===== src/rtl/grc_pkg.sv =====
`default_nettype none

package grc_pkg;

    // Field widths fixed by the item format
    localparam int ROW_W      = 10;
    localparam int COL_W      = 5;
    localparam int NROW_CFG_W = 11;
    localparam int NCOL_W     = 6;
    localparam int MIN_W      = 3;
    localparam int DIR_W      = 3;
    localparam int CLASS_W    = 2;
    localparam int CFG_IDX_W  = 2;
    localparam int CFG_DATA_W = 11;

    // One lane per addressable column
    localparam int LANES = 32;

    // Configuration register indexes
    localparam logic [CFG_IDX_W-1:0] REG_ROWS_IN_USE    = 2'd0;
    localparam logic [CFG_IDX_W-1:0] REG_COLS_IN_USE    = 2'd1;
    localparam logic [CFG_IDX_W-1:0] REG_MIN_DIRECTIONS = 2'd2;

    // Configuration reset values
    localparam logic [NROW_CFG_W-1:0] ROWS_IN_USE_RST    = 11'd1001;
    localparam logic [NCOL_W-1:0]     COLS_IN_USE_RST    = 6'd30;
    localparam logic [MIN_W-1:0]      MIN_DIRECTIONS_RST = 3'd3;

    // Item modes
    localparam logic MODE_WRITE = 1'b0;
    localparam logic MODE_QUERY = 1'b1;

    // Cell classes
    localparam logic [CLASS_W-1:0] CLASS_EMPTY   = 2'd0;
    localparam logic [CLASS_W-1:0] CLASS_FITTED  = 2'd1;
    localparam logic [CLASS_W-1:0] CLASS_SOON    = 2'd2;
    localparam logic [CLASS_W-1:0] CLASS_MISSING = 2'd3;

    typedef enum logic [2:0] {
        ST_CLEAR,
        ST_IDLE,
        ST_WR_MOD,
        ST_SCAN,
        ST_DRAIN,
        ST_HAND
    } state_t;

    // Finished item handed from the sequencer to the result stage
    typedef struct packed {
        logic               valid;
        logic               query;
        logic [CLASS_W-1:0] wr_class;
        logic               up;
        logic               down;
        logic               missing;
        logic [COL_W-1:0]   col;
        logic [LANES-1:0]   fitted_row;
    } req_t;

endpackage

`default_nettype wire


===== src/rtl/grc_out.sv =====
`default_nettype none

module grc_out (
    input  wire logic                              clk,
    input  wire logic                              rst_n,
    input  wire grc_pkg::req_t                     req,
    input  wire logic [grc_pkg::NCOL_W-1:0]        ncols,
    input  wire logic [grc_pkg::MIN_W-1:0]         min_dir,
    output logic                                   out_ready,
    output logic                                   out_valid,
    input  wire logic                              out_stall,
    output logic                                   to_be_fitted,
    output logic      [grc_pkg::DIR_W-1:0]         directions_found,
    output logic      [grc_pkg::CLASS_W-1:0]       cell_class
);

    logic                        out_valid_reg, out_valid_next;
    logic                        soon_reg, soon_next;
    logic [grc_pkg::DIR_W-1:0]   dir_reg, dir_next;
    logic [grc_pkg::CLASS_W-1:0] class_reg, class_next;

    logic [grc_pkg::LANES-1:0]   left_mask;
    logic [grc_pkg::LANES-1:0]   right_mask;
    logic                        left;
    logic                        right;
    logic                        self_fitted;
    logic [grc_pkg::DIR_W-1:0]   count;
    logic                        soon;
    logic                        load;

    // Row rays: columns up to the cell, and from the cell to the border
    always_comb
    begin
        for (int j = 0; j < grc_pkg::LANES; j++)
        begin
            left_mask[j]  = (grc_pkg::COL_W'(j) <= req.col);
            right_mask[j] = (grc_pkg::COL_W'(j) >= req.col)
                         && (grc_pkg::NCOL_W'(j) < ncols);
        end
        left        = |(req.fitted_row & left_mask);
        right       = |(req.fitted_row & right_mask);
        self_fitted = |(req.fitted_row & left_mask & right_mask);
        count       = {2'b00, req.up} + {2'b00, req.down}
                    + {2'b00, left} + {2'b00, right};
        soon        = req.missing && (count >= min_dir);
    end

    // Load a finished item into the output register
    always_comb
    begin
        out_ready      = !out_valid_reg || !out_stall;
        load           = req.valid && out_ready;
        out_valid_next = out_valid_reg;
        soon_next      = soon_reg;
        dir_next       = dir_reg;
        class_next     = class_reg;
        if (out_valid_reg && !out_stall)
        begin
            out_valid_next = 1'b0;
        end
        if (load)
        begin
            out_valid_next = 1'b1;
            if (req.query)
            begin
                soon_next = soon;
                dir_next  = count;
                if (self_fitted)
                begin
                    class_next = grc_pkg::CLASS_FITTED;
                end
                else if (soon)
                begin
                    class_next = grc_pkg::CLASS_SOON;
                end
                else if (req.missing)
                begin
                    class_next = grc_pkg::CLASS_MISSING;
                end
                else
                begin
                    class_next = grc_pkg::CLASS_EMPTY;
                end
            end
            else
            begin
                soon_next  = 1'b0;
                dir_next   = '0;
                class_next = req.wr_class;
            end
        end
    end

    always_ff @(posedge clk or negedge rst_n)
    begin
        if (!rst_n)
        begin
            out_valid_reg <= 1'b0;
        end
        else
        begin
            out_valid_reg <= out_valid_next;
        end
    end

    always_ff @(posedge clk)
    begin
        soon_reg  <= soon_next;
        dir_reg   <= dir_next;
        class_reg <= class_next;
    end

    assign out_valid        = out_valid_reg;
    assign to_be_fitted     = soon_reg;
    assign directions_found = dir_reg;
    assign cell_class       = class_reg;

endmodule

`default_nettype wire


===== config.mk =====
export PLATFORM = sky130hd
export DESIGN_NAME = grc_out
export DESIGN_NICKNAME = d
export VERILOG_FILES = /design/src/rtl/grc_pkg.sv /design/src/rtl/grc_out.sv
export SDC_FILE = /design/constraint.sdc
export NUM_CORES = 1
export LEC_CHECK = 0
export ABC_AREA = 1
export BUFFER_PORTS_ARGS = -buffer_cell sky130_fd_sc_hd__buf_2
export CORE_ASPECT_RATIO = 2
export CORE_UTILIZATION = 56
export DETAILED_ROUTE_END_ITERATION = 10
export GPL_TIMING_DRIVEN = 0
export HOLD_SLACK_MARGIN = 0.05
export PLACE_DENSITY = 0.88
export SLEW_MARGIN = 20
export SYNTH_ARGS = -nofsm -noshare
export SYNTH_HDL_FRONTEND = slang
export SYNTH_SLANG_ARGS = --single-unit

===== constraint.sdc =====
create_clock -name clk -period 1.95 [get_ports clk]
set_input_delay 0.0975 -clock clk [delete_from_list [all_inputs] [get_ports clk]]
set_output_delay 0.0975 -clock clk [all_outputs]
set_load 0.01 [all_outputs]

* Word-level counts from Yosys, hierarchy flattened
Index checks and enable logic that the tools add are counted.
Cells by class: $lt $le $gt $ge 97, reductions and logical operators 42, mux-type cells 6, bitwise operators 3, $add $sub $neg 3
Operators with widths (number):
- bitwise AND 32 bit | 3
- less-than comparator 5 x 6 -> 1 bit (first input constant) | 16
- OR reduction 32 bit | 3
- greater-or-equal comparator 5 bit (first input constant) | 16
- <= comparator 5 bit (first input constant) | 16
- less-than comparator 4 x 6 -> 1 bit (first input constant) | 8
- greater-or-equal comparator 4 x 5 -> 1 bit (first input constant) | 8
- <= comparator 4 x 5 -> 1 bit (first input constant) | 8
- logical AND 1 bit | 35
- less-than comparator 3 x 6 -> 1 bit (first input constant) | 4
- greater-or-equal comparator 3 x 5 -> 1 bit (first input constant) | 4
- <= comparator 3 x 5 -> 1 bit (first input constant) | 4
- less-than comparator 1 x 6 -> 1 bit (first input constant) | 2
- less-than comparator 2 x 6 -> 1 bit (first input constant) | 2
- greater-or-equal comparator 1 x 5 -> 1 bit (first input constant) | 2
- greater-or-equal comparator 2 x 5 -> 1 bit (first input constant) | 2
- <= comparator 1 x 5 -> 1 bit (first input constant) | 2
- <= comparator 2 x 5 -> 1 bit (first input constant) | 2
- 2-to-1 mux 2 bit | 4
- adder 2 x 1 -> 3 bit | 1
- adder 3 x 1 -> 3 bit | 1
- greater-or-equal comparator 3 bit | 1
- adder 1 x 1 -> 2 bit | 1
- zero test 1 bit | 2
- other kinds (3) | 4
Word-level totals: input bits 56, output and inout port bits 8, flip-flop bits (word level) 7, logic and storage cells 155

* Depth between registers and ports, before layout
depth after elaboration 10, mapped depth 21, gate-level depth less buffers 20

* Worst setup path after synthesis
Ideal clock, no wire load.
path kind in2reg, start in ncols[5] (netlist bit), end reg class_reg (netlist bit cell_class[0]), data pin, path slack -1006 ps, cell stages on the path 21, buffers on the path 2, library setup time 252 ps, required time 1698 ps, data arrival time 2704 ps, cells stage by stage clkbuf_2 nor2_2 buf_6 nand2_1 inv_1 nor3_1 a31oi_1 nand2_1 nor2_1 nand2_1 nor2_1 nand2_1 fa_1 ha_1 ha_1 ha_1 nand2_1 o211ai_1 o21ai_0 inv_1 nand2_1
Between the ends: cells in the longest elaborated chain, start to end 10, elaborated cells between the ends (all ways) 74, classes of those cells add/sub: 1; order compare: 33; mux: 3; bitwise: 2; reduce/logical: 35
RTL lines:
- start, declared | line grc_out.sv:7 | input wire logic [grc_pkg::NCOL_W-1:0] ncols,
- less-than comparator 1 x 6 -> 1 bit, or another cell as far along | line grc_out.sv:38 | && (grc_pkg::NCOL_W'(j) < ncols);
- logical AND 1 bit | line grc_out.sv:38
- bitwise AND 32 bit (*) | line grc_out.sv:41 | right = |(req.fitted_row & right_mask);
- OR reduction 32 bit (*) | line grc_out.sv:41
- adder 3 x 1 -> 3 bit (*) | line grc_out.sv:44 | + {2'b00, left} + {2'b00, right};
- via count (one bit) | line grc_out.sv:27 | logic [grc_pkg::DIR_W-1:0] count;
- greater-or-equal comparator 3 bit (*) | line grc_out.sv:45 | soon = req.missing && (count >= min_dir);
- logical AND 1 bit (*) | line grc_out.sv:45
- 2-to-1 mux 2 bit (*) | line grc_out.sv:72 | else if (soon)
- 2-to-1 mux 2 bit (*) | line grc_out.sv:68 | if (self_fitted)
- 2-to-1 mux 2 bit (*) | line grc_out.sv:64 | if (req.query)
- end signal, assigned | line grc_out.sv:110 | class_reg <= class_next;
- end, declared | line grc_out.sv:20 | logic [grc_pkg::CLASS_W-1:0] class_reg, class_next;
Mark *: on every way through the listed nets, which the timed path passes. The rest lies on a longest branch. A chain may end at the register's enable or synchronous reset.

* Worst setup path after layout
start in req[36] (netlist bit), end reg class_reg (netlist bit cell_class[0]), data pin
Between the ends: cells in the longest elaborated chain, start to end 10, elaborated cells between the ends (all ways) 109, classes of those cells add/sub: 2; order compare: 65; mux: 3; bitwise: 3; reduce/logical: 36
RTL lines:
- start, declared | line grc_out.sv:6 | input wire grc_pkg::req_t req,
- <= comparator 1 x 5 -> 1 bit, or another cell as far along | line grc_out.sv:36 | left_mask[j] = (grc_pkg::COL_W'(j) <= req.col);
- bitwise AND 32 bit or logical AND 1 bit (tied branches) | line grc_out.sv:40, grc_out.sv:38
- OR reduction 32 bit or bitwise AND 32 bit (tied branches) | line grc_out.sv:40, grc_out.sv:41
- adder 2 x 1 -> 3 bit or OR reduction 32 bit (tied branches) | line grc_out.sv:44, grc_out.sv:41
- adder 3 x 1 -> 3 bit (*) | line grc_out.sv:44
- via count (one bit) | line grc_out.sv:27
- greater-or-equal comparator 3 bit (*) | line grc_out.sv:45
- logical AND 1 bit (*) | line grc_out.sv:45
- 2-to-1 mux 2 bit (*) | line grc_out.sv:72
- 2-to-1 mux 2 bit (*) | line grc_out.sv:68
- 2-to-1 mux 2 bit (*) | line grc_out.sv:64
Marked as above.

==> reports/results.txt <==
Status - finished, violations left
Failing checks - setup timing
Max Fanout on Critical Path - 7
Peak supply drop - 0.000300 V
1st-iter DRT viols - 201
Crit Path Category - in -> reg
Avg Inst Size Synth - 4.87 sq um
First-pass GRT wire length - 12.4 mm
Worst Skew - 0.00299 ns
Most frequent CP cell - nand2_1
# DRC - 0
H-tree Lvls - 1
Clk_lat worst skew - 0.24 ns
Comb power frac - 0.600
Required time worst endpoint - 1.94 ns
Routed via count - 2941
Final HPWL DP - 5.91 mm
RR Startpoint - out_valid$_DFFE_PN0P_
Ports - 64
Drt via density - 5.93
Critical path launch point - req[36]
Hold crit path type - in -> reg
Die area - 3630 sq um
Die Span Y - 84.2 um
Fmax achieved - 316 MHz
RSZ-0062 raised after global routing - yes
Placed Area - 2330 sq um
Final nets - 528
Drt total wl - 7.99 mm
All-Layer GR Usage - 0.446
Min Hold Slack - 0.0695 ns
Part of the cycle the worst path needs - 1.62
Setup crit end kind - register
FILL cells - 242
Worst Hold Launch - req[43]
Synth top area cells - nand2_1 26%, nor2_1 14%, inv_1 14%
Number of flops mapped to enable cells by yosys - 6
Fin area - 2680 sq um
Int Power - 556 uW
Area of the multi-input gates - 1640 sq um
Sw Share - 0.449
Pwr per Cell Area - 377 nW/um^2
Max FFs per register - 3
Most frequent cells after synthesis - 129 x nand2_1, 71 x nor2_1, 70 x inv_1
CP startpoint kind - primary input
Sequential Area - 205 sq um
Fin crit period - 3.17 ns
Clock network power share - 0.220
Layout area overhead - 41.6%
Place WS - -1.60 ns
#FFs+latches synth - 7
Primary FF master, synth - edfxtp_1
1st-pass router iterations - 5
Die W - 43.1 um
Max-slew headroom - 0.609
Row count - 29
CP peak stage delay - 0.52 ns
Synth Cell Area - 1890 sq um
Initial core utilization - 0.592
Core area - 3190 sq um
Clock-pin slew on the worst setup and hold paths - 0.04 ns
Worst path slowest cell - fa_1
CTS Sinks - 7
Final Setup Violations - 5
Sequential share of the synthesized area - 0.109
Post-Place Cells - 480
TritonCTS clock tree - done
Seq pwr share - 0.180
Cell count after synthesis - 388
DR WL/cell - 16.1 um
Most instantiated library cell after synthesis - nand2_1
GPL Wtd Cong - 1.08
Post-synth top area cell - nand2_1
Vias in the first global route - 2886
Root Driver - clkbuf_8
Yosys cell types - 30
Number of CTS-inserted buffers - 3
Worst setup margin - -1.22 ns
Initial antenna violation count - 0
MaxCap Viol Count - 0
GR Overflow Total - 0
PortBufs - 61
Synth warn - 0
Post-Syn Nets - 450
Hold Vio Cnt, Final - 0
Clock Path Buffers - 2
Post-synthesis async set-or-reset flop share - 0.143
Actual slew at the worst max-slew pin - 0.586 ns
Ant. Diodes - 0
P_leak - 1.53 nW
Critical-path cell list - clkbuf_16, clkinvlp_4, nor2_4, nor2_2, a22oi_1, nand2_1, nor2_1, nand2_1, nor2_1, nand2_1, fa_1, ha_4, ha_4, ha_4, nand2_2, o211ai_1, o21ai_1, inv_1, nand2_1
NetSw - 453 uW
Pins Over Slew Limit - 0
Final std cells w/o fill - 496
Layout cells sized above 1 - 0.290
Remaining antenna violation count - 0
Top-area cell type share of the netlist area - 0.256
Pin count of the biggest net entering global routing - 11
Worst Path Arrival - 3.16 ns
## power groups by stage
stage	Clock, mW	Sequential [mW]	Combinational, mW
4_1_cts	0.219	0.182	0.537
3_3_place_gp	0	0.183	0.471
6_report	0.222	0.182	0.605
5_1_grt	0.228	0.183	0.649
2_1_floorplan	0	0.189	0.301
3_5_place_dp	0	0.184	0.483
## critical path: cells and delay by family
family	cells	cell delay (ns)
AO/OA/AOI/OAI	3	0.62
adder cells (fa/ha/maj)	4	1.20
AND/OR/NAND/NOR	9	0.87
buffers and inverters	3	0.37
## through the flow
stage	TNS (ns)	power [mW]	utilization
2_1_floorplan	-2.11	0.490	-
3_3_place_gp	-5.46	0.654	0.730
3_5_place_dp	-5.58	0.666	0.730
4_1_cts	-2.55	0.937	0.809
5_1_grt	-3.80	1.06	0.839
6_report	-3.69	1.01	0.839
## kinds of logic after synthesis
family / count (synthesis) / synth area share
AOI/OAI and AO/OA: 33 / 0.0993
adders and majority gates: 6 / 0.0437
buffers and inverters: 74 / 0.153
DFF: 7 / 0.109
and+or+nand+nor: 268 / 0.596
## metal layers
layer,share of wire,GRT usage,up-vias,routed length (um)
li1,-,-,1385,-
met1,0.32,0.434,1286,2580
met2,0.50,0.776,197,4030
met3,0.071,0.0516,73,564
met4,0.10,0.386,0,816
met5,0,0,-,0
## final timing paths
kind / slack, ns / endpoint / cells past startpoint
setup / recovery: -1.22 / cell_class[0]$_DFFE_PP_ / 19
hold / removal: 0.07 / out_valid$_DFFE_PN0P_ / 3
setup reg to reg: 0.69 / to_be_fitted$_SDFFCE_PN0P_ / 1
hold reg to reg: 0.53 / out_valid$_DFFE_PN0P_ / 2
max in group asynchronous: 1.71 / out_valid$_DFFE_PN0P_ / 2
min in group asynchronous: 0.16 / out_valid$_DFFE_PN0P_ / 2
## cells in the final DEF, fill, tap and decap left out, drive strengths merged
| master | synthesis | routed |
|---|---|---|
| a21oi | 10 | 10 |
| nand3 | 38 | 38 |
| fa | 1 | 1 |
| inv | 70 | 69 |
| edfxtp | 6 | 6 |
| o2111ai | 1 | 1 |
| nor2 | 72 | 72 |
| buf | 2 | 73 |
| nand4 | 9 | 9 |
| and3 | 1 | 1 |
| clkinvlp | 0 | 1 |
| o21ai | 13 | 13 |
| nor3b | 2 | 2 |
| clkbuf | 2 | 7 |
| ha | 5 | 5 |
| nor4 | 6 | 6 |
| dlygate4sd3 | 0 | 1 |
| dfrtp | 1 | 1 |
| a21boi | 3 | 3 |
| o22ai | 2 | 2 |
| a31oi | 1 | 1 |
| nand2 | 131 | 131 |
| and2 | 1 | 1 |
| nor3 | 8 | 8 |
| o211ai | 1 | 1 |
| o21bai | 1 | 1 |
| a22oi | 1 | 1 |
## area by class of cell
| type | instances | area share |
|---|---|---|
| plain buffers | 4 | 0.0257 |
| clock buffers | 4 | 0.0168 |
| well taps | 31 | 0.0145 |
| flip-flops and latches | 7 | 0.0766 |
| inverters | 70 | 0.103 |
| multi-input cells | 307 | 0.611 |
| repair buffers | 73 | 0.152 |
## timing repair
item / CTS / global route
gates cloned: 1 / 0
pin swaps: 14 / 8
hold endpoints to repair: 1 / 0
resized for setup: 39 / 27
setup buffers: 7 / 3
setup endpoints to repair: 5 / 5
hold buffers: 1 / 0
No activity file was read; power rests on OpenSTA's default activity.
