==> src/rtl/grc_pkg.sv <==
`default_nettype none

package grc_pkg;

    // Field widths fixed by the item format
    localparam int ROW_W      = 10;
    localparam int COL_W      = 5;
    localparam int NROW_CFG_W = 11;
    localparam int NCOL_W     = 6;
    localparam int MIN_W      = 3;
    localparam int DIR_W      = 3;
    localparam int CLASS_W    = 2;
    localparam int CFG_IDX_W  = 2;
    localparam int CFG_DATA_W = 11;

    // One lane per addressable column
    localparam int LANES = 32;

    // Configuration register indexes
    localparam logic [CFG_IDX_W-1:0] REG_ROWS_IN_USE    = 2'd0;
    localparam logic [CFG_IDX_W-1:0] REG_COLS_IN_USE    = 2'd1;
    localparam logic [CFG_IDX_W-1:0] REG_MIN_DIRECTIONS = 2'd2;

    // Configuration reset values
    localparam logic [NROW_CFG_W-1:0] ROWS_IN_USE_RST    = 11'd1001;
    localparam logic [NCOL_W-1:0]     COLS_IN_USE_RST    = 6'd30;
    localparam logic [MIN_W-1:0]      MIN_DIRECTIONS_RST = 3'd3;

    // Item modes
    localparam logic MODE_WRITE = 1'b0;
    localparam logic MODE_QUERY = 1'b1;

    // Cell classes
    localparam logic [CLASS_W-1:0] CLASS_EMPTY   = 2'd0;
    localparam logic [CLASS_W-1:0] CLASS_FITTED  = 2'd1;
    localparam logic [CLASS_W-1:0] CLASS_SOON    = 2'd2;
    localparam logic [CLASS_W-1:0] CLASS_MISSING = 2'd3;

    typedef enum logic [2:0] {
        ST_CLEAR,
        ST_IDLE,
        ST_WR_MOD,
        ST_SCAN,
        ST_DRAIN,
        ST_HAND
    } state_t;

    // Finished item handed from the sequencer to the result stage
    typedef struct packed {
        logic               valid;
        logic               query;
        logic [CLASS_W-1:0] wr_class;
        logic               up;
        logic               down;
        logic               missing;
        logic [COL_W-1:0]   col;
        logic [LANES-1:0]   fitted_row;
    } req_t;

endpackage

`default_nettype wire

==> src/rtl/grc_seq.sv <==
`default_nettype none

module grc_seq #(
    parameter int MAX_ROWS = 1024,
    parameter int MAX_COLS = 32
) (
    input  wire logic                                clk,
    input  wire logic                                rst_n,
    input  wire logic                                in_valid,
    output logic                                     in_stall,
    input  wire logic                                mode,
    input  wire logic [grc_pkg::ROW_W-1:0]           row,
    input  wire logic [grc_pkg::COL_W-1:0]           col,
    input  wire logic                                is_fitted,
    input  wire logic                                is_missing,
    input  wire logic [$clog2(MAX_ROWS+1)-1:0]       nrows,
    input  wire logic [$clog2(MAX_ROWS)-1:0]         nrows_last,
    input  wire logic [grc_pkg::NCOL_W-1:0]          ncols,
    input  wire logic                                out_ready,
    output grc_pkg::req_t                            req,
    output logic                                     ram_we,
    output logic      [$clog2(MAX_ROWS)-1:0]         ram_waddr,
    output logic      [2*MAX_COLS-1:0]               ram_wdata,
    output logic                                     ram_re,
    output logic      [$clog2(MAX_ROWS)-1:0]         ram_raddr,
    input  wire logic [2*MAX_COLS-1:0]               ram_rdata
);

    localparam int ROW_AW = $clog2(MAX_ROWS);
    localparam int DATA_W = 2 * MAX_COLS;
    localparam int NR_W   = $clog2(MAX_ROWS + 1);
    localparam int CMP_W  = ((NR_W > grc_pkg::ROW_W) ? NR_W : grc_pkg::ROW_W) + 1;
    localparam logic [ROW_AW-1:0] LAST_ROW = ROW_AW'(MAX_ROWS - 1);

    grc_pkg::state_t state_reg, state_next;

    logic [grc_pkg::ROW_W-1:0]   row_reg, row_next;
    logic [grc_pkg::COL_W-1:0]   col_reg, col_next;
    logic                        fit_reg, fit_next;
    logic                        miss_reg, miss_next;
    logic                        query_reg, query_next;
    logic [grc_pkg::CLASS_W-1:0] wr_class_reg, wr_class_next;
    logic [ROW_AW-1:0]           rd_idx_reg, rd_idx_next;
    logic [ROW_AW-1:0]           chk_idx_reg, chk_idx_next;
    logic                        chk_valid_reg, chk_valid_next;
    logic                        up_reg, up_next;
    logic                        down_reg, down_next;
    logic                        cell_miss_reg, cell_miss_next;
    logic [grc_pkg::LANES-1:0]   fitted_row_reg, fitted_row_next;

    logic                        accept;
    logic                        wr_in_range;
    logic                        q_in_area;
    logic                        process;
    logic                        chk_at_row;
    logic                        chk_above;
    logic                        chk_below;
    logic [DATA_W-1:0]           scan_word;
    logic [DATA_W-1:0]           keep_mask;
    logic [DATA_W-1:0]           mod_word;
    logic [grc_pkg::LANES-1:0]   fitted_vec;
    logic [grc_pkg::NCOL_W-1:0]  col_ext;
    logic [grc_pkg::NCOL_W-1:0]  shamt;

    // Pick the fitted mark of every column out of the row word
    for (genvar j = 0; j < grc_pkg::LANES; j++)
    begin : g_lane
        if (j < MAX_COLS)
        begin : g_used
            assign fitted_vec[j] = ram_rdata[2*j];
        end
        else
        begin : g_pad
            assign fitted_vec[j] = 1'b0;
        end
    end

    // Decode the offered transaction
    always_comb
    begin
        accept      = in_valid && (state_reg == grc_pkg::ST_IDLE);
        col_ext     = {1'b0, col};
        wr_in_range = (CMP_W'(row) < CMP_W'(MAX_ROWS))
                   && (col_ext < grc_pkg::NCOL_W'(MAX_COLS));
        q_in_area   = (CMP_W'(row) < CMP_W'(nrows)) && (col_ext < ncols);
    end

    // Row word views for the scan and the read-modify-write
    always_comb
    begin
        shamt      = {col_reg, 1'b0};
        scan_word  = ram_rdata >> shamt;
        keep_mask  = ~(DATA_W'(2'b11) << shamt);
        mod_word   = (ram_rdata & keep_mask) | (DATA_W'({miss_reg, fit_reg}) << shamt);
        chk_at_row = CMP_W'(chk_idx_reg) == CMP_W'(row_reg);
        chk_above  = CMP_W'(chk_idx_reg) <= CMP_W'(row_reg);
        chk_below  = CMP_W'(chk_idx_reg) >= CMP_W'(row_reg);
        process    = ((state_reg == grc_pkg::ST_SCAN) && chk_valid_reg)
                  || (state_reg == grc_pkg::ST_DRAIN);
    end

    // Next state and memory control
    always_comb
    begin
        state_next      = state_reg;
        row_next        = row_reg;
        col_next        = col_reg;
        fit_next        = fit_reg;
        miss_next       = miss_reg;
        query_next      = query_reg;
        wr_class_next   = wr_class_reg;
        rd_idx_next     = rd_idx_reg;
        chk_idx_next    = chk_idx_reg;
        chk_valid_next  = chk_valid_reg;
        up_next         = up_reg;
        down_next       = down_reg;
        cell_miss_next  = cell_miss_reg;
        fitted_row_next = fitted_row_reg;

        ram_we    = 1'b0;
        ram_waddr = ROW_AW'(row_reg);
        ram_wdata = mod_word;
        ram_re    = 1'b0;
        ram_raddr = ROW_AW'(row);

        case (state_reg)
            grc_pkg::ST_CLEAR:
            begin
                // Sweep zeros through the store, one row per cycle
                ram_we    = 1'b1;
                ram_waddr = rd_idx_reg;
                ram_wdata = '0;
                if (rd_idx_reg == LAST_ROW)
                begin
                    rd_idx_next = '0;
                    state_next  = grc_pkg::ST_IDLE;
                end
                else
                begin
                    rd_idx_next = rd_idx_reg + ROW_AW'(1);
                end
            end

            grc_pkg::ST_IDLE:
            begin
                if (accept)
                begin
                    row_next        = row;
                    col_next        = col;
                    fit_next        = is_fitted;
                    miss_next       = is_missing;
                    query_next      = 1'b0;
                    wr_class_next   = grc_pkg::CLASS_EMPTY;
                    up_next         = 1'b0;
                    down_next       = 1'b0;
                    cell_miss_next  = 1'b0;
                    fitted_row_next = '0;
                    rd_idx_next     = '0;
                    chk_valid_next  = 1'b0;
                    state_next      = grc_pkg::ST_HAND;
                    if (mode == grc_pkg::MODE_WRITE)
                    begin
                        if (wr_in_range)
                        begin
                            ram_re     = 1'b1;
                            state_next = grc_pkg::ST_WR_MOD;
                        end
                    end
                    else if (q_in_area)
                    begin
                        query_next = 1'b1;
                        state_next = grc_pkg::ST_SCAN;
                    end
                end
            end

            grc_pkg::ST_WR_MOD:
            begin
                // Merge the new marks into the row and write it back
                ram_we = 1'b1;
                if (fit_reg)
                begin
                    wr_class_next = grc_pkg::CLASS_FITTED;
                end
                else if (miss_reg)
                begin
                    wr_class_next = grc_pkg::CLASS_MISSING;
                end
                else
                begin
                    wr_class_next = grc_pkg::CLASS_EMPTY;
                end
                state_next = grc_pkg::ST_HAND;
            end

            grc_pkg::ST_SCAN:
            begin
                // Issue one row read per cycle down the area in use
                ram_re         = 1'b1;
                ram_raddr      = rd_idx_reg;
                chk_idx_next   = rd_idx_reg;
                chk_valid_next = 1'b1;
                rd_idx_next    = rd_idx_reg + ROW_AW'(1);
                if (rd_idx_reg == nrows_last)
                begin
                    state_next = grc_pkg::ST_DRAIN;
                end
            end

            grc_pkg::ST_DRAIN:
            begin
                state_next = grc_pkg::ST_HAND;
            end

            grc_pkg::ST_HAND:
            begin
                if (out_ready)
                begin
                    state_next = grc_pkg::ST_IDLE;
                end
            end

            default:
            begin
                state_next = grc_pkg::ST_IDLE;
            end
        endcase

        // Fold the returned row into the column rays and capture the queried row
        if (process)
        begin
            if (scan_word[0] && chk_above)
            begin
                up_next = 1'b1;
            end
            if (scan_word[0] && chk_below)
            begin
                down_next = 1'b1;
            end
            if (chk_at_row)
            begin
                fitted_row_next = fitted_vec;
                cell_miss_next  = scan_word[1];
            end
        end
    end

    // Control registers
    always_ff @(posedge clk or negedge rst_n)
    begin
        if (!rst_n)
        begin
            state_reg     <= grc_pkg::ST_CLEAR;
            rd_idx_reg    <= '0;
            chk_valid_reg <= 1'b0;
        end
        else
        begin
            state_reg     <= state_next;
            rd_idx_reg    <= rd_idx_next;
            chk_valid_reg <= chk_valid_next;
        end
    end

    // Item and scan payload
    always_ff @(posedge clk)
    begin
        row_reg        <= row_next;
        col_reg        <= col_next;
        fit_reg        <= fit_next;
        miss_reg       <= miss_next;
        query_reg      <= query_next;
        wr_class_reg   <= wr_class_next;
        chk_idx_reg    <= chk_idx_next;
        up_reg         <= up_next;
        down_reg       <= down_next;
        cell_miss_reg  <= cell_miss_next;
        fitted_row_reg <= fitted_row_next;
    end

    assign in_stall = (state_reg != grc_pkg::ST_IDLE);

    always_comb
    begin
        req.valid      = (state_reg == grc_pkg::ST_HAND);
        req.query      = query_reg;
        req.wr_class   = wr_class_reg;
        req.up         = up_reg;
        req.down       = down_reg;
        req.missing    = cell_miss_reg;
        req.col        = col_reg;
        req.fitted_row = fitted_row_reg;
    end

endmodule

`default_nettype wire

==> config.mk <==
export PLATFORM = sky130hd
export DESIGN_NAME = grc_seq
export DESIGN_NICKNAME = d
export VERILOG_FILES = /design/src/rtl/grc_pkg.sv /design/src/rtl/grc_seq.sv
export SDC_FILE = /design/constraint.sdc
export NUM_CORES = 1
export LEC_CHECK = 0
export BUFFER_PORTS_ARGS = -buffer_cell sky130_fd_sc_hd__buf_2
export CAP_MARGIN = 15
export CORE_ASPECT_RATIO = 1.1
export CORE_MARGIN = 5
export CORE_UTILIZATION = 38
export DETAILED_ROUTE_END_ITERATION = 16
export PLACE_DENSITY = 0.66
export SLEW_MARGIN = 20
export SYNTH_ARGS = -nofsm -noshare
export SYNTH_HDL_FRONTEND = slang
export SYNTH_SLANG_ARGS = --single-unit
==> constraint.sdc <==
create_clock -name clk -period 2.4 [get_ports clk]
set_clock_uncertainty 0.15 [all_clocks]
set_input_delay 0.12 -clock clk [delete_from_list [all_inputs] [get_ports clk]]
set_output_delay 0.12 -clock clk [all_outputs]
set_load 0.02 [all_outputs]
# ---- After elaboration in Yosys (flattened, before gate mapping)
# Cells that the tools add are included.
# Widths: inputs -> output; s select.
dict set report totals {
  register_bits 79
  in_bits 113
  output_inout_bits 131
  word_cells 95
}
dict set report op_classes {
  n_mux 40
  reduce_logical 17
  n_shift 3
  magnitude_cmp 4
  n_addsub 1
  bitwise 3
  eq_ne 13
}
# cell count
set op_table {}
lappend op_table {{$mux 32} 4}
lappend op_table {{$and 64x64->64} 1}
lappend op_table {{$mux 64} 1}
lappend op_table {{$not 64->64} 1}
lappend op_table {{$or 64x64->64} 1}
lappend op_table {{$shl 2x6->64} 1}
lappend op_table {{$shl 2x6->64 const A} 1}
lappend op_table {{$shr 64x6->2} 1}
lappend op_table {{$mux 10} 4}
lappend op_table {{$pmux 10 s3} 1}
lappend op_table {{$eq 10x10->1} 2}
lappend op_table {{$mux 3} 6}
lappend op_table {{$mux 1} 17}
lappend op_table {{$pmux 3 s5} 1}
lappend op_table {{$lt 10x11->1} 1}
lappend op_table {{$add 10x1->10 const B} 1}
lappend op_table {{$eq 10x10->1 const B} 1}
lappend op_table {{$ge 10x10->1} 1}
lappend op_table {{$le 10x10->1} 1}
lappend op_table {{$reduce_and 2->1} 4}
lappend op_table {{$eq 3x2->1 const B} 2}
lappend op_table {{$eq 3x3->1 const B} 2}
lappend op_table {{$lt 5x6->1} 1}
lappend op_table {{$mux 2} 3}
lappend op_table {{other kinds (13)} 22}

# ---- Depth between registers and ports, before layout
# Gate-level depths: netlist of the first run.
dict set report depth {
  word_depth 6
  ltp_mapped 9
  ltp_nobuf 8
}

# ---- Worst setup path after synthesis of the first run
# No wires, ideal clock.
dict set report synth_path {
  kind {register to register}
  startpoint {register state_reg[2]}
  endpoint {register col_reg[0] (netlist bit), enable pin}
  arrival_time_ns 1.685
  path_buffers 3
  required_time_ns 1.877
  setup_ns 0.373
  slack_ns 0.192
  path_stages_with_launch 8
  period_less_slack_ns 2.208
  path_cell_list {dfrtp_1 -> buf_4 -> nand2b_4 -> nor2_2 -> nand2_1 -> clkbuf_1 -> buf_2 -> inv_1}
}
dict set report synth_between {
  elab_chain_cells 3
}
# element line
set synth_rtl {}
lappend synth_rtl {{start: declaration} grc_seq.sv:35} ;# grc_pkg::state_t state_reg, state_next;
lappend synth_rtl {{start signal: assignment} grc_seq.sv:253} ;# state_reg <= grc_pkg::ST_CLEAR;
lappend synth_rtl {{start signal: assignment} grc_seq.sv:259} ;# state_reg <= state_next;
lappend synth_rtl {{$eq 3x1->1 *} {grc_seq.sv:81, grc_seq.sv:126}}
lappend synth_rtl {{$logic_and 1x1->1} grc_seq.sv:81} ;# accept = in_valid && (state_reg == grc_pkg::ST_IDLE);
lappend synth_rtl {{$reduce_and 2->1 (no line) *} n/a}
lappend synth_rtl {{end signal: assignment} grc_seq.sv:269} ;# col_reg <= col_next;
lappend synth_rtl {{end: declaration} grc_seq.sv:38} ;# logic [grc_pkg::COL_W-1:0] col_reg, col_next;
# Every way passes the cells marked *; elsewhere a longest branch is shown, timed or not.
# A chain may end at the register's enable or synchronous reset.

# ---- Worst setup path in the final report of the first run
dict set report layout_path {
  startpoint {register col_reg[1] (netlist bit)}
  endpoint {output port ram_wdata[51]}
}
dict set report layout_between {
  elab_chain_cells 5
  word_cells_on_any_way 6
  cone_classes {shift (2); mux (1); bitwise (3)}
}
# element line
set layout_rtl {}
lappend layout_rtl {{$shl 2x6->64} grc_seq.sv:93} ;# keep_mask = ~(DATA_W'(2'b11) << shamt);
lappend layout_rtl {{$not 64->64} grc_seq.sv:93}
lappend layout_rtl {{$and 64x64->64} grc_seq.sv:94} ;# mod_word = (ram_rdata & keep_mask) | (DATA_W'({miss_reg, fit_reg}) << shamt);
lappend layout_rtl {{$or 64x64->64 *} grc_seq.sv:94}
lappend layout_rtl {{$mux 64 *} grc_seq.sv:126} ;# case (state_reg)
lappend layout_rtl {{end: declaration} grc_seq.sv:23} ;# output logic [2*MAX_COLS-1:0] ram_wdata,
# Marked as above.

==> impl_metrics.env, run 1 <==
export IMPL_slew_viol_final=0
export IMPL_fp_dieH_um=140
export IMPL_postSynthRegisterBits=79
export IMPL_worst_hold_startpoint="nrows_last[6]"
export IMPL_floorplan_io_pins=244
export IMPL_ys_seq_area_share_pct=33.6
export IMPL_fin_crit_sh_pct=97.0
export IMPL_antenna_violating_nets_post_route=0
export IMPL_final_area_um2=8240
export IMPL_nFillCells=1410
export IMPL_layout_area_overhead_vs_synth_pct=41.9
export IMPL_post_dp_hpwl_um=15900
export IMPL_endpoints_failing_hold=0
export IMPL_track_usage_pct=22.9
export IMPL_run_status="finished, final reports clean"
export IMPL_cp_data_required_time_ps=2130
export IMPL_startpoint_type="register"
export IMPL_tritoncts_clock_tree="done"
export IMPL_vdd_ir_drop_worst_v=0.000541
export IMPL_placed_instance_area_um2=7260
export IMPL_totalPowerFinal_mw=6.98
export IMPL_drt_iter0_drc=455
export IMPL_tritoncts_num_buffers=9
export IMPL_layout_min_cycle_time_ps=2330
export IMPL_pre_cts_slack_ps=146
export IMPL_synth_cell_type_count=53
export IMPL_number_of_search_and_repair_iterations_in_the_first_detailed_routing_pass=5
export IMPL_h_tree_depth=3
export IMPL_fmax_ghz=0.429
export IMPL_placedCellCount=1149
export IMPL_yosysWarnings=0
export IMPL_crit_path_end_kind="output port"
export IMPL_rows=47
export IMPL_synth_enable_flop_cells=30
export IMPL_syn_nets=874
export IMPL_num_nets_final=1161
export IMPL_fin_ws_ps=71.2
export IMPL_crit_fanout=31
export IMPL_synth_top_cell_area_share_pct=15.5
export IMPL_netlist_instances=737
export IMPL_timing_rr_start="col_reg[1]"
export IMPL_syn_mean_instance_area_um2=7.88
export IMPL_place_port_buffers=243
export IMPL_hp_class="input pin to register"
export IMPL_route_final_wire_length_um=21400
export IMPL_max_slew_worst_pin_slew_ps=663
export IMPL_instance_count_along_the_most_critical_hold_path=5
export IMPL_initial_utilization_pct=38.6
export IMPL_cts_num_sinks=79
export IMPL_reg2reg_slack_ps=160
export IMPL_congestion_overflow_gr=0
export IMPL_instances_no_fill=1225
export IMPL_grt_first_pass_wirelength_um=32600
export IMPL_grt_setup_unrepaired="true"
export IMPL_n_antenna_cell=0
export IMPL_hold_ep="state_reg[1]"
export IMPL_totalNegativeSetupSlack_ps=0
export IMPL_hold_slack_ps=45.7
export IMPL_wl_per_cell_um=17.4
export IMPL_dieArea_um2=17900
export IMPL_mostFrequentLayoutCells="buf_2, nand2_1, nand3_1, a21oi_1, nor2_1"
export IMPL_fp_dieW_um=128
export IMPL_grt_antenna_before_repair=0
export IMPL_max_ffs_per_register=32
export IMPL_r2r_worst_path_cells=7
export IMPL_clock_path_buffers=2
export IMPL_path_class="register to output port"
export IMPL_clk_transition_reported_paths_ps=60
export IMPL_cp_arrival_ps=2060
export IMPL_grt_max_degree=65
export IMPL_place_gp_congestion=0.927
export IMPL_slew_headroom_pct=55.8
export IMPL_synth_top_cells_by_area="edfxtp_1, dfxtp_1, nand2_1"
export IMPL_regToRegEndpoint="up_reg"
export IMPL_clock_root_buffer="clkbuf_16"
export IMPL_post_synthesis_instance_area_um2=5810
export IMPL_max_cap_violations=0
export IMPL_leakage_nw=4.10
export IMPL_synthDominantAreaCellType="edfxtp_1"
export IMPL_vias_in_the_first_global_route=6010
export IMPL_drc=0
export IMPL_placeableCoreArea_um2=15100
export IMPL_final_setup_viol_count=0
export IMPL_final_core_utilization_pct=54.7
export IMPL_via_count=6459
export IMPL_drive_above_1_share_pct=33.7
export IMPL_clock_insertion_delay_worst_skew_ps=340
export IMPL_cellPowerDensity_nw_per_um2=847
export IMPL_route_detailed_vias_per_inst=5.27
export IMPL_dominantRegCellSynth="dfxtp_1"
export IMPL_most_common_cell_after_layout_fill_and_taps_aside="buf_2"
export IMPL_ys_async_sr_fraction_pct=17.7
## per-layer routing
layer  wire length, µm  global-route usage, %  up-vias
met5                 0                      0        -
met4               544                   7.26        0
met3              1870                   5.02       40
met2             10500                   39.0      339
met1              8440                   28.6     2973
li1                  -                      -     3107
## cells in the mapped netlist, drive strengths merged, types with 2 or more instances
master / n
a21oi: 56
o21ai: 50
mux2: 3
dfxtp: 35
ha: 24
nand3: 60
a21o: 8
nor4: 2
a2111oi: 2
nor3b: 3
inv: 34
nor2: 58
nand4: 6
nand2b: 7
xor2: 2
mux2i: 28
and3: 5
a31oi: 5
buf: 42
nand2: 174
mux4: 15
xnor2: 8
dfrtp: 14
nor3: 12
clkbuf: 22
nor2b: 7
o31ai: 8
or2: 3
or3: 3
or3b: 2
edfxtp: 30
nand3b: 2
## cell type report
type                            instances  area [µm²]  area share, %
Tap cell                              196         245           2.98
Timing Repair Buffer                  340        2150           26.1
Clock buffer                           11         253           3.07
Sequential cell                        79        1950           23.7
Clock inverter                          5        78.8          0.957
Multi-Input combinational cell        560        3430           41.7
Inverter                               34         128           1.55
## kinds of logic (layout without fill, tap and decap cells)
group	Yosys count	count (layout)	share of synthesized area [%]
AND/OR/NAND/NOR	344	344	26.5
flip-flops	79	79	33.6
XOR/XNOR	10	10	1.51
AO/OA/AOI/OAI	136	136	13.6
buffers and inverters	98	390	8.25
multiplexers	46	46	11.3
adder cells (fa/ha/maj)	24	24	5.17
## worst max-delay path by stage
stage	startpoint	to	slack, ps	cells past startpoint
final	col_reg[1]	ram_wdata[51]	70	6
after global routing	col_reg[1]	ram_wdata[51]	-40	6
after CTS	col_reg[2]	ram_wdata[22]	20	5
after detailed placement	col_reg[1]	up_reg	150	7
after global placement	col_reg[1]	up_reg	160	7
after floorplan	state_reg[2]	col_reg[0]	190	7
## worst max-delay path: stages, from the launching register on
cell	delay, ps
edfxtp_1	410
buf_12	200
nand2b_1	350
nor3_4	270
mux2i_1	110
nor2_1	170
buf_2	200
## repair_timing
action / CTS / global route
endpoints found under the setup margin: 0 / 32
setup buffers: 0 / 8
gates resized for setup: 0 / 14
endpoints found under the hold margin: 66 / 0
hold buffers: 52 / 0
## report_power, final
part           internal, mW  total (mW)  switching, mW  leakage (nW)
Sequential             1.62        1.79          0.171         0.747
Combinational          1.33        3.67           2.33          3.19
Clock                 0.968        1.53          0.559         0.166
No activity file was read; power rests on OpenSTA's default activity.
==> run 2: changes to the inputs <==
==> constraint.sdc (replaced) <==
create_clock -name clk -period 2.41 [get_ports clk]
set_clock_uncertainty 0.15 [all_clocks]
set_input_delay 0.1205 -clock clk [delete_from_list [all_inputs] [get_ports clk]]
set_output_delay 0.1205 -clock clk [all_outputs]
set_load 0.02 [all_outputs]
==> impl_metrics.env, run 2 (same netlist as run 1, synthesis figures left out) <==
export IMPL_run_status="finished, final reports clean"
export IMPL_pre_cts_slack_ps=259
export IMPL_crit_end="ram_wdata[51]"
export IMPL_hp_class="input pin to register"
export IMPL_floorplan_io_pins=244
export IMPL_route_detailed_vias_per_inst=5.29
export IMPL_p_int_mw=3.72
export IMPL_congestion_overflow_gr=0
export IMPL_number_of_search_and_repair_iterations_in_the_first_detailed_routing_pass=6
export IMPL_cts_num_sinks=79
export IMPL_fp_dieW_um=128
export IMPL_cellPowerDensity_nw_per_um2=831
export IMPL_instances_no_fill=1222
export IMPL_slew_headroom_pct=68.4
export IMPL_timing_rr_start="col_reg[1]"
export IMPL_max_cap_violations=0
export IMPL_final_core_utilization_pct=54.2
export IMPL_max_slew_worst_pin_slew_ps=474
export IMPL_grt_first_pass_wirelength_um=33000
export IMPL_power_combinational_fraction_pct=53.8
export IMPL_seqPwrFrac_pct=25.9
export IMPL_launching_instance_or_port_of_the_critical_path="col_reg[1]"
export IMPL_slew_viol_final=0
export IMPL_fmax_ghz=0.427
export IMPL_mostFrequentLayoutCells="buf_2, nand2_1, nand3_1, nor2_1, a21oi_1"
export IMPL_drive_above_1_share_pct=33.3
export IMPL_post_dp_hpwl_um=16100
export IMPL_grt_antenna_before_repair=0
export IMPL_crit_path_end_kind="output port"
export IMPL_fin_crit_sh_pct=97.2
export IMPL_cp_data_required_time_ps=2140
export IMPL_r2r_worst_path_cells=7
export IMPL_grt_setup_unrepaired="true"
export IMPL_num_nets_final=1158
export IMPL_n_antenna_cell=0
export IMPL_regToRegEndpoint="up_reg"
export IMPL_tritoncts_clock_tree="done"
export IMPL_placeableCoreArea_um2=15100
export IMPL_route_final_wire_length_um=21400
export IMPL_top_layer="met4"
export IMPL_startpoint_type="register"
export IMPL_clk_transition_reported_paths_ps=70
export IMPL_crit_path_max_incr_delay_ps=410
export IMPL_hold_slack_ps=45.4
export IMPL_endpoints_failing_hold=0
export IMPL_wl_met2_um=10500
export IMPL_dieArea_um2=17900
export IMPL_clock_root_buffer="clkbuf_16"
export IMPL_clock_insertion_delay_worst_skew_ps=350
export IMPL_fin_ws_ps=67.5
export IMPL_fp_dieH_um=140
export IMPL_antenna_violating_nets_post_route=0
export IMPL_switching_share_pct=45.1
export IMPL_grt_max_degree=65
export IMPL_h_tree_depth=3
export IMPL_place_port_buffers=243
export IMPL_most_common_cell_after_layout_fill_and_taps_aside="buf_2"
export IMPL_worst_hold_startpoint="nrows_last[6]"
export IMPL_m1WireLength_um=8380
export IMPL_via_count=6461
export IMPL_final_seq_area_um2=1950
export IMPL_switching_power_mw=3.06
export IMPL_path_class="register to output port"
export IMPL_layout_area_overhead_vs_synth_pct=40.5
export IMPL_track_usage_pct=23.3
export IMPL_rows=47
export IMPL_tritoncts_num_buffers=9
export IMPL_drc=0
export IMPL_cp_arrival_ps=2070
export IMPL_place_gp_congestion=0.924
export IMPL_totalNegativeSetupSlack_ps=0
export IMPL_layout_min_cycle_time_ps=2340
export IMPL_vdd_ir_drop_worst_v=0.000421
export IMPL_final_setup_viol_count=0
export IMPL_crit_fanout=31
export IMPL_drt_iter0_drc=447
export IMPL_max_ffs_per_register=32
export IMPL_nFillCells=1437
export IMPL_placedCellCount=1147
export IMPL_reg2reg_slack_ps=270
export IMPL_crit_chain="buf_12, nand2b_1, nor3_4, mux2i_1, nor2_1, buf_2"
export IMPL_leakage_nw=4.05
export IMPL_clock_power_share_pct=20.3
export IMPL_wl_per_cell_um=17.5
export IMPL_critical_path_slowest_cell="edfxtp_1"
export IMPL_multi_input_comb_area_um2=3420
export IMPL_vias_in_the_first_global_route=6200
export IMPL_met3_length_um=1850
export IMPL_clock_path_buffers=2
export IMPL_initial_utilization_pct=38.6
## run 2: final cells by class
cell class / instances / area share [%]
Clock inverter: 5 / 0.705
Sequential cell: 79 / 23.9
Inverter: 34 / 1.56
Tap cell: 196 / 3.01
Timing Repair Buffer: 337 / 26.0
Multi-Input combinational cell: 560 / 41.9
Clock buffer: 11 / 2.85
## run 2: per-stage QoR
stage          cell area [µm²]  power (mW)
2_1_floorplan             5810        4.07
3_3_place_gp              7250        5.27
3_5_place_dp              7250        5.31
4_1_cts                   8060        6.76
5_1_grt                   8160        7.21
6_report                  8160        6.78
## run 2: worst min path at each step
stage	endpoint	slack (ps)	depth (start not counted)
2_1_floorplan	chk_valid_reg	-330	0
3_3_place_gp	state_reg[2]	-100	1
3_5_place_dp	state_reg[2]	-110	1
4_1_cts	state_reg[1]	40	5
5_1_grt	rd_idx_reg[8]	90	2
6_report	state_reg[1]	50	5
## run 2: per-layer routing
| layer | vias up | track usage [%] |
|---|---|---|
| met5 | - | 0 |
| met4 | 0 | 8.77 |
| met3 | 49 | 5.02 |
| met2 | 313 | 39.3 |
| met1 | 2994 | 28.9 |
| li1 | 3105 | - |
## run 2: worst max-delay path, delay by kind of cell, from the launching register on
family	cells	cell delay, ps
buf+inv	2	370
simple gates	3	690
flops	1	410
mux	1	240
## run 2: repair_timing
action	4_1_cts	5_1_grt
hold buffers	52	0
resized for setup	0	12
hold endpoints to repair	65	0
buffers inserted	0	7
endpoints found under the setup margin	0	36
## run 2: power by group through the flow
| stage | Clock [mW] | Sequential, mW | Combinational, mW |
|---|---|---|---|
| finish | 1.38 | 1.76 | 3.65 |
| floorplan | 0 | 1.76 | 2.31 |
| detailed placement | 0 | 1.79 | 3.52 |
| CTS | 1.41 | 1.76 | 3.60 |
| global route | 1.46 | 1.78 | 3.97 |
| global placement | 0 | 1.78 | 3.49 |
